<file path="src/rtl/pidaw_pkg.sv">
`timescale 1ns / 1ps
// Package for the PID controller with integral anti-windup.
// Holds field widths, derived datapath widths, saturation bounds and register indexes.
// No dependencies.
package pidaw_pkg;

  // Field and register widths.
  localparam int SAMPLE_WIDTH = 16;
  localparam int FRAC_BITS    = 8;
  localparam int SETPOINT_W   = 16;
  localparam int GAIN_W       = 16;
  localparam int TIME_W       = 32;
  localparam int LIMIT_W      = 47;
  localparam int INTEG_W      = 48;
  localparam int DERIV_W      = 32;
  localparam int DRIVE_W      = 32;

  // Configuration port.
  localparam int CFG_IDX_W  = 3;
  localparam int CFG_DATA_W = LIMIT_W;

  // Error and its magnitude.
  localparam int ERR_W = ((SAMPLE_WIDTH > SETPOINT_W) ? SAMPLE_WIDTH : SETPOINT_W) + 1;
  localparam int MAG_W = ERR_W - 1;

  // Integral path: |error| * dt, limited to 2^PROD_LIM_W, then a signed accumulate.
  localparam int PROD_W     = MAG_W + TIME_W;
  localparam int PROD_LIM_W = 48;
  localparam int PCMP_W     = (PROD_W > PROD_LIM_W) ? PROD_W + 1 : PROD_LIM_W + 1;
  localparam int ACC_W      = INTEG_W + 2;
  localparam logic [PCMP_W-1:0] PROD_LIM = PCMP_W'(1) << PROD_LIM_W;

  // Derivative path: (error change << FRAC_BITS) / dt, magnitude divide.
  localparam int DIFF_W = ERR_W + 1;
  localparam int QMAG_W = DIFF_W - 1 + FRAC_BITS;
  localparam int CMP_W  = ((QMAG_W > DERIV_W) ? QMAG_W : DERIV_W) + 1;
  localparam logic [CMP_W-1:0] DERIV_POS     = (CMP_W'(1) << (DERIV_W - 1)) - CMP_W'(1);
  localparam logic [CMP_W-1:0] DERIV_NEG_MAG = CMP_W'(1) << (DERIV_W - 1);

  // Output sum of the three gain products.
  localparam int PTERM_W = GAIN_W + ERR_W;
  localparam int ITERM_W = GAIN_W + INTEG_W;
  localparam int DTERM_W = GAIN_W + DERIV_W;
  localparam int SUM_W   = ITERM_W + 2;
  localparam logic signed [SUM_W-1:0] DRIVE_HI =
    $signed((SUM_W'(1) << (DRIVE_W - 1)) - SUM_W'(1));
  localparam logic signed [SUM_W-1:0] DRIVE_LO = ~DRIVE_HI;

  // Sequencing counts.
  localparam int RUN1_STEPS = (QMAG_W > MAG_W) ? QMAG_W : MAG_W;
  localparam int CNT_MAX    = (RUN1_STEPS > GAIN_W) ? RUN1_STEPS : GAIN_W;
  localparam int CNT_W      = $clog2(CNT_MAX + 1);

  // Configuration register indexes.
  typedef enum logic [CFG_IDX_W-1:0] {
    REG_SETPOINT      = 3'd0,
    REG_GAIN_P        = 3'd1,
    REG_GAIN_I        = 3'd2,
    REG_GAIN_D        = 3'd3,
    REG_SAMPLE_PERIOD = 3'd4,
    REG_WINDUP_LIMIT  = 3'd5
  } cfg_reg_t;

endpackage

</file>
<file path="src/rtl/pid_controller_anti_windup_core.sv">
`timescale 1ns / 1ps
// PID controller with integral anti-windup, top level.
// Depends on pidaw_pkg for widths, bounds and register indexes.
//
// Each input transaction carries a feedback sample and a millisecond timestamp and yields
// exactly one output transaction. When the time since the last taken sample reaches
// sample_period, the sample is taken: the integral gains error*dt and is clamped to
// +-windup_limit, the derivative becomes (error change << 8) / dt (kept when dt is zero),
// and drive is recomputed from the Q8.8 gains and saturated to 32 bits; otherwise the held
// drive is returned with sampled low. The block works on one transaction at a time. A taken
// sample occupies it from acceptance to the next acceptance: a bit-serial multiplier forms
// |error|*dt while a restoring divider retires one quotient bit per cycle; then the integral
// is clamped, three shift-add multipliers walk the gain bits, and the sum is saturated and
// loaded into the output register. A sample below the period gate goes straight to the
// emit step. The output register holds a finished result while the block already accepts
// the next transaction; input stall is high whenever the sequencer is busy. The user must
// write configuration only while the block is idle; the block itself does not enforce it.
module pid_controller_anti_windup_core (
  input  logic                                      clk,
  input  logic                                      rst,
  // Configuration write port.
  input  logic                                      wr_en,
  input  logic [pidaw_pkg::CFG_IDX_W-1:0]           wr_index,
  input  logic [pidaw_pkg::CFG_DATA_W-1:0]          wr_data,
  // Input channel.
  input  logic                                      in_valid,
  output logic                                      in_stall,
  input  logic signed [pidaw_pkg::SAMPLE_WIDTH-1:0] feedback,
  input  logic [pidaw_pkg::TIME_W-1:0]              now_ms,
  // Output channel.
  output logic                                      out_valid,
  input  logic                                      out_stall,
  output logic signed [pidaw_pkg::DRIVE_W-1:0]      drive,
  output logic                                      sampled
);
  import pidaw_pkg::*;

  typedef enum logic [2:0] {
    ST_IDLE,
    ST_RUN1,
    ST_INTEG,
    ST_RUN2,
    ST_SUM,
    ST_SAT,
    ST_EMIT
  } state_t;

  state_t state;

  // Configuration registers.
  logic signed [SETPOINT_W-1:0] setpoint;
  logic signed [GAIN_W-1:0]     gain_p;
  logic signed [GAIN_W-1:0]     gain_i;
  logic signed [GAIN_W-1:0]     gain_d;
  logic [TIME_W-1:0]            sample_period;
  logic [LIMIT_W-1:0]           windup_limit;

  // Controller state.
  logic [TIME_W-1:0]          prev_time;
  logic signed [ERR_W-1:0]    prev_error;
  logic signed [INTEG_W-1:0]  integral;
  logic signed [DERIV_W-1:0]  derivative;
  logic signed [DRIVE_W-1:0]  held_drive;

  // Per-transaction working registers.
  logic signed [ERR_W-1:0] err_r;
  logic                    err_neg_r;
  logic [TIME_W-1:0]       dt_r;
  logic [TIME_W-1:0]       now_r;
  logic                    taken_r;
  logic [CNT_W-1:0]        cnt;

  // Bit-serial |error| * dt.
  logic [MAG_W-1:0]  pm_mult;
  logic [PROD_W-1:0] pm_mcand;
  logic [PROD_W-1:0] pm_acc;

  // Restoring divider: the dividend register fills with quotient bits.
  logic [QMAG_W-1:0] div_dvd;
  logic [TIME_W-1:0] div_rem;
  logic              div_neg;

  // Gain multipliers, one gain bit per cycle.
  logic [GAIN_W-1:0]         gp_m, gi_m, gd_m;
  logic signed [PTERM_W-1:0] p_mc, p_acc;
  logic signed [ITERM_W-1:0] i_mc, i_acc;
  logic signed [DTERM_W-1:0] d_mc, d_acc;
  logic signed [SUM_W-1:0]   sum;

  // Accept-time values.
  logic                    in_take;
  logic signed [ERR_W-1:0] err_in;
  logic [TIME_W-1:0]       dt_in;
  logic                    gate_in;
  logic signed [DIFF_W-1:0] diff_in;
  logic [DIFF_W-1:0]       diff_mag;

  assign in_stall = (state != ST_IDLE);
  assign in_take  = in_valid && !in_stall;
  assign err_in   = ERR_W'(setpoint) - ERR_W'(feedback);
  assign dt_in    = now_ms - prev_time;
  assign gate_in  = (dt_in >= sample_period);
  assign diff_in  = DIFF_W'(err_in) - DIFF_W'(prev_error);
  assign diff_mag = diff_in[DIFF_W-1] ? DIFF_W'(-diff_in) : DIFF_W'(diff_in);

  // One restoring divide step.
  logic [TIME_W:0]   rem_sh;
  logic              q_bit;
  logic [TIME_W-1:0] rem_next;

  always_comb begin
    rem_sh = {div_rem, div_dvd[QMAG_W-1]};
    q_bit  = (rem_sh >= {1'b0, dt_r});
    if (q_bit) begin
      rem_next = TIME_W'(rem_sh - {1'b0, dt_r});
    end else begin
      rem_next = TIME_W'(rem_sh);
    end
  end

  // Integral update with the windup clamp.
  logic [PCMP_W-1:0]        prod_wide, prod_sat;
  logic signed [ACC_W-1:0]  prod_pos, prod_signed, acc_sum, lim_pos, lim_neg, acc_clamp;
  logic signed [INTEG_W-1:0] integral_next;

  always_comb begin
    prod_wide   = PCMP_W'(pm_acc);
    prod_sat    = (prod_wide > PROD_LIM) ? PROD_LIM : prod_wide;
    prod_pos    = $signed(ACC_W'(prod_sat));
    prod_signed = err_neg_r ? -prod_pos : prod_pos;
    acc_sum     = ACC_W'(integral) + prod_signed;
    lim_pos     = $signed(ACC_W'(windup_limit));
    lim_neg     = -lim_pos;
    if (acc_sum > lim_pos) begin
      acc_clamp = lim_pos;
    end else if (acc_sum < lim_neg) begin
      acc_clamp = lim_neg;
    end else begin
      acc_clamp = acc_sum;
    end
    integral_next = INTEG_W'(acc_clamp);
  end

  // Derivative from the quotient magnitude, truncated toward zero and saturated.
  logic [CMP_W-1:0]          q_wide;
  logic signed [DERIV_W-1:0] derivative_next;

  always_comb begin
    q_wide = CMP_W'(div_dvd);
    if (dt_r == '0) begin
      derivative_next = derivative;
    end else if (!div_neg) begin
      derivative_next = (q_wide > DERIV_POS) ? DERIV_W'(DERIV_POS) : DERIV_W'(q_wide);
    end else begin
      derivative_next = (q_wide > DERIV_NEG_MAG) ? DERIV_W'(DERIV_NEG_MAG) : DERIV_W'(-q_wide);
    end
  end

  // The top gain bit carries negative weight.
  logic sign_step;
  assign sign_step = (cnt == CNT_W'(GAIN_W - 1));

  // Final scaling and output saturation.
  logic signed [SUM_W-1:0] sum_sh;
  assign sum_sh = sum >>> FRAC_BITS;

  // Configuration writes; unknown indexes are ignored.
  always_ff @(posedge clk) begin
    if (rst) begin
      setpoint      <= '0;
      gain_p        <= '0;
      gain_i        <= '0;
      gain_d        <= '0;
      sample_period <= '0;
      windup_limit  <= '0;
    end else if (wr_en) begin
      unique case (wr_index)
        REG_SETPOINT:      setpoint      <= wr_data[SETPOINT_W-1:0];
        REG_GAIN_P:        gain_p        <= wr_data[GAIN_W-1:0];
        REG_GAIN_I:        gain_i        <= wr_data[GAIN_W-1:0];
        REG_GAIN_D:        gain_d        <= wr_data[GAIN_W-1:0];
        REG_SAMPLE_PERIOD: sample_period <= wr_data[TIME_W-1:0];
        REG_WINDUP_LIMIT:  windup_limit  <= wr_data[LIMIT_W-1:0];
        default: begin
        end
      endcase
    end
  end

  // Controller state commits at the integral step and at saturation.
  always_ff @(posedge clk) begin
    if (rst) begin
      prev_time  <= '0;
      prev_error <= '0;
      integral   <= '0;
      derivative <= '0;
      held_drive <= '0;
    end else if (state == ST_INTEG) begin
      prev_time  <= now_r;
      prev_error <= err_r;
      integral   <= integral_next;
      derivative <= derivative_next;
    end else if (state == ST_SAT) begin
      if (sum_sh > DRIVE_HI) begin
        held_drive <= DRIVE_W'(DRIVE_HI);
      end else if (sum_sh < DRIVE_LO) begin
        held_drive <= DRIVE_W'(DRIVE_LO);
      end else begin
        held_drive <= DRIVE_W'(sum_sh);
      end
    end
  end

  // Datapath work registers.
  always_ff @(posedge clk) begin
    case (state)
      ST_IDLE: begin
        if (in_take) begin
          err_r     <= err_in;
          err_neg_r <= err_in[ERR_W-1];
          dt_r      <= dt_in;
          now_r     <= now_ms;
          taken_r   <= gate_in;
          cnt       <= '0;
          pm_mult   <= err_in[ERR_W-1] ? MAG_W'(-err_in) : MAG_W'(err_in);
          pm_mcand  <= PROD_W'(dt_in);
          pm_acc    <= '0;
          div_dvd   <= QMAG_W'(diff_mag) << FRAC_BITS;
          div_rem   <= '0;
          div_neg   <= diff_in[DIFF_W-1];
        end
      end
      ST_RUN1: begin
        if (cnt < CNT_W'(MAG_W)) begin
          if (pm_mult[0]) begin
            pm_acc <= pm_acc + pm_mcand;
          end
          pm_mcand <= pm_mcand << 1;
          pm_mult  <= pm_mult >> 1;
        end
        if (cnt < CNT_W'(QMAG_W)) begin
          div_rem <= rem_next;
          div_dvd <= {div_dvd[QMAG_W-2:0], q_bit};
        end
        cnt <= cnt + CNT_W'(1);
      end
      ST_INTEG: begin
        cnt   <= '0;
        gp_m  <= gain_p;
        gi_m  <= gain_i;
        gd_m  <= gain_d;
        p_mc  <= PTERM_W'(err_r);
        i_mc  <= ITERM_W'(integral_next);
        d_mc  <= DTERM_W'(derivative_next);
        p_acc <= '0;
        i_acc <= '0;
        d_acc <= '0;
      end
      ST_RUN2: begin
        if (gp_m[0]) begin
          p_acc <= sign_step ? p_acc - p_mc : p_acc + p_mc;
        end
        if (gi_m[0]) begin
          i_acc <= sign_step ? i_acc - i_mc : i_acc + i_mc;
        end
        if (gd_m[0]) begin
          d_acc <= sign_step ? d_acc - d_mc : d_acc + d_mc;
        end
        p_mc <= p_mc << 1;
        i_mc <= i_mc << 1;
        d_mc <= d_mc << 1;
        gp_m <= gp_m >> 1;
        gi_m <= gi_m >> 1;
        gd_m <= gd_m >> 1;
        cnt  <= cnt + CNT_W'(1);
      end
      ST_SUM: begin
        sum <= SUM_W'(p_acc) + SUM_W'(i_acc) + SUM_W'(d_acc >>> FRAC_BITS);
      end
      default: begin
      end
    endcase
  end

  // Sequencer and output register.
  always_ff @(posedge clk) begin
    if (rst) begin
      state     <= ST_IDLE;
      out_valid <= 1'b0;
    end else begin
      // The emit step loads the output register once the previous result has left.
      if (state == ST_EMIT && (!out_valid || !out_stall)) begin
        out_valid <= 1'b1;
        drive     <= held_drive;
        sampled   <= taken_r;
      end else if (out_valid && !out_stall) begin
        out_valid <= 1'b0;
      end
      unique case (state)
        ST_IDLE: begin
          if (in_take) begin
            state <= gate_in ? ST_RUN1 : ST_EMIT;
          end
        end
        ST_RUN1: begin
          if (cnt == CNT_W'(RUN1_STEPS - 1)) begin
            state <= ST_INTEG;
          end
        end
        ST_INTEG: begin
          state <= ST_RUN2;
        end
        ST_RUN2: begin
          if (sign_step) begin
            state <= ST_SUM;
          end
        end
        ST_SUM: begin
          state <= ST_SAT;
        end
        ST_SAT: begin
          state <= ST_EMIT;
        end
        ST_EMIT: begin
          if (!out_valid || !out_stall) begin
            state <= ST_IDLE;
          end
        end
        default: begin
          state <= ST_IDLE;
        end
      endcase
    end
  end

`ifndef SYNTHESIS
  // The divider remainder stays below a nonzero divisor throughout the divide.
  a_div_rem_bound: assert property (@(posedge clk) disable iff (rst)
    (state == ST_RUN1 && dt_r != '0) |-> (div_rem < dt_r))
    else $error("divider remainder not below divisor");

  // A new output transaction only appears after the emit step.
  a_out_from_emit: assert property (@(posedge clk) disable iff (rst)
    $rose(out_valid) |-> ($past(state) == ST_EMIT))
    else $error("output loaded outside the emit step");

  // A taken sample has committed its timestamp before its result is loaded.
  a_time_committed: assert property (@(posedge clk) disable iff (rst)
    (state == ST_EMIT && taken_r) |-> (prev_time == now_r))
    else $error("sample emitted before its time was stored");
`endif

endmodule

</file>
<file path="config.mk">
export PLATFORM = sky130hd
export DESIGN_NAME = pid_controller_anti_windup_core
export DESIGN_NICKNAME = d
export VERILOG_FILES = /design/src/rtl/pidaw_pkg.sv /design/src/rtl/pid_controller_anti_windup_core.sv
export SDC_FILE = /design/constraint.sdc
export NUM_CORES = 2
export LEC_CHECK = 0
export ABC_CLOCK_PERIOD_IN_PS = 13920
export CAP_MARGIN = 20
export CORE_UTILIZATION = 53
export CTS_CLUSTER_SIZE = 10
export DETAILED_ROUTE_END_ITERATION = 16
export DONT_BUFFER_PORTS = 1
export HOLD_SLACK_MARGIN = 0.1
export PLACE_DENSITY = 0.68
export SLEW_MARGIN = 20
export SYNTH_ARGS = -nofsm -noshare
export SYNTH_HDL_FRONTEND = slang
export SYNTH_SLANG_ARGS = --single-unit
</file>
<file path="constraint.sdc">
create_clock -name clk -period 13.92 [get_ports clk]
set_input_delay 1.392 -clock clk [delete_from_list [all_inputs] [get_ports clk]]
set_output_delay 1.392 -clock clk [all_outputs]
set_load 0.1 [all_outputs]
</file>
==> reports/qor.yml <==
outcome: "finished, final reports clean"
antenna_found_initial: 2
netlist.area_leader.share: 0.308
postCtsSetupBuffers: 0
crit_slowest_cell: "nor3_2"
first_pass_iters: 6
synthTopCellsByArea: "edfxtp_1, ha_1, dfxtp_1"
cts_resized: 0
rsz0062_at_grt: "no"
synth_warnings: 0
drt_iter0_drc: 3916
clkTransAtPathRegs_ps: 60
cts-htree-levels: 3
power-per-cell-area_nw_per_um2: 272
cts_tree: "yes"
coreArea_sq_um: 124000
arrival_ps: 10060
leakagePower_nw: 28.3
overflow: 0
clkSinkCount: 994
n_antenna_cell: 0
clockBufferDepth: 3
tns_ps: 0
area_delta_synth_final_pct: 8.00
synth_cells: 7414
critPathTopFamily: "simple AND/OR/NAND/NOR gates"
dpl_worst_slack_ps: 4460
post-route-min-period_ps: 9450
grt_pass1_vias: 50300
numCtsBuffers: 118
worst_slack_ps: 4470
yosysUniqueCellTypes: 87
wl_um: 169000
syn_nets: 8122
slew_headroom: 0.244
dp_hpwl_um: 127000
timing.fmax_ghz: 0.106
grt_max_degree: 311
fin_nets: 8023
crit_fanout: 46
skew_ps: 42.3
synth_area_sq_um: 66800
syn_avg_cell_area_sq_um: 9.01
startpoint_type: "flip-flop"
peakVddDrop_uv: 239
fp.dieArea_sq_um: 127000
clock-root-buffer: "clkbuf_16"
cp_num_cells: 34
ant_nets: 0
crit_required_ps: 14530
drc: 0
ys_seq_area_frac: 0.401
maxSlewViolCount: 0
cp_slowest_stage_delay_ps: 890
fin_crit_sh: 0.679
num_rows: 129
r2r_start: "pm_acc[5]"
fp.dieH_um: 357
io_pins: 138
synth.most_common_cell: "nand2_1"
min_path_cells: 0
numPortBuffers: 0
synthTopCellsByCount: "nand2_1, a21oi_1, edfxtp_1"
start_util: 0.537
end_kind: "flip-flop"
drv_cap: 0
synth_top_area_cell: "edfxtp_1"
crit_path_start: "pm_acc[5]"
via_per_inst: 5.85
yosys_register_bits: 994
finalSetupViolCount: 0
tightest_slew_ps: 1110
hold_viol: 0
r2r_cells: 34
die_w_um: 357
async_flop_share: 0
total_power_mw: 19.6
hold_path_class: "flip-flop to flip-flop"
wire_per_inst_um: 18.6
grt_pass1_wl_um: 269000
hp-start: "held_drive[19]"
yosys_most_used_dff: "edfxtp_1"
cts_hold_buf: 0
drive_gt1_frac: 0.0407
routabilityCongestion: 0.935
path_common_cell: "o21ai_0"
vias: 52900
clk-insertion-delay-late_ps: 750
cp_num_buf_inv: 3
worstSetupPathType: "flip-flop to flip-flop"
synth_edf_count: 686
grt_usage: 0.262
kinds of logic after synthesis:
logic type      count (synthesis)  share of synthesized area
buf+inv                       663                     0.0377
flops                         994                      0.401
compound gates               1890                      0.174
mux                            58                    0.00882
fa+ha+maj                     609                      0.122
xor+xnor                      592                     0.0782
simple gates                 2608                      0.178
area by class of cell:
type                    instances  area, sq um
clock buffers                 208         3500
fillers                     11000        52100
flip-flops and latches        994        26800
inverters                     382         1440
multi-input cells            5757        37700
clock inverters                17          228
well taps                    1637         2050
repair buffers                 62          478
sequential cells by signal, summed over array words and instances (netlist names), 33 cells and up:
signal        flops
integral         48
windup_limit     47
d_acc            48
pm_mcand         48
p_acc            33
d_mc             48
i_mc             64
sum              58
p_mc             33
i_acc            64
pm_acc           48
metrics by stage:
step | util | hold WS [ps] | area (sq um) | cells
6_report | 0.580 | 426 | 72100 | 9057
5_1_grt | 0.580 | 439 | 72100 | 9057
4_1_cts | 0.580 | 428 | 72100 | 9056
3_5_place_dp | 0.550 | 415 | 68400 | 8831
3_3_place_gp | 0.550 | 409 | 68400 | 8831
2_1_floorplan | - | 400 | 66800 | 7414
power breakdown:
part           internal (mW)  switching [mW]  total, mW
clock                   1.73            1.25       2.99
combinational           4.54            6.67       11.2
sequential              4.64           0.790       5.43
layout by cell type (no fill, tap or decap), types with 87 or more instances in the layout:
cell type and count:
nand2_1 1049, a21oi_1 699, edfxtp_1 686, nor2_1 641, ha_1 532, xnor2_1 422
inv_1 379, o21ai_0 310, dfxtp_1 308, a21o_1 291, xor2_1 167, nor3_1 163
clkbuf_16 121, nand3_1 113, a211oi_1 87
layer usage:
layer | vias to the layer above | global-route usage | wire (um)
met5 | - | 0 | 0
met4 | 0 | 0.0719 | 4320
met3 | 232 | 0.0320 | 9910
met2 | 1393 | 0.425 | 76300
met1 | 25100 | 0.369 | 78100
li1 | 26300 | - | -
worst paths after layout:
kind | endpoint | slack, ps
worst max-delay path | i_mc[50] | 4470
worst min register to register | drive[19] | 430
worst max register to register | i_mc[50] | 4470
worst min-delay path | drive[19] | 430
worst register-to-register path: cells and delay by family, from the launching register on:
family / cells / cell delay [ps]
AO/OA/AOI/OAI: 13 / 2800
flip-flops: 1 / 430
buffers and inverters: 3 / 660
XOR/XNOR: 2 / 310
adder cells (fa/ha/maj): 2 / 640
AND/OR/NAND/NOR: 14 / 4460
Note: power is estimated with default switching activity, not from simulation.
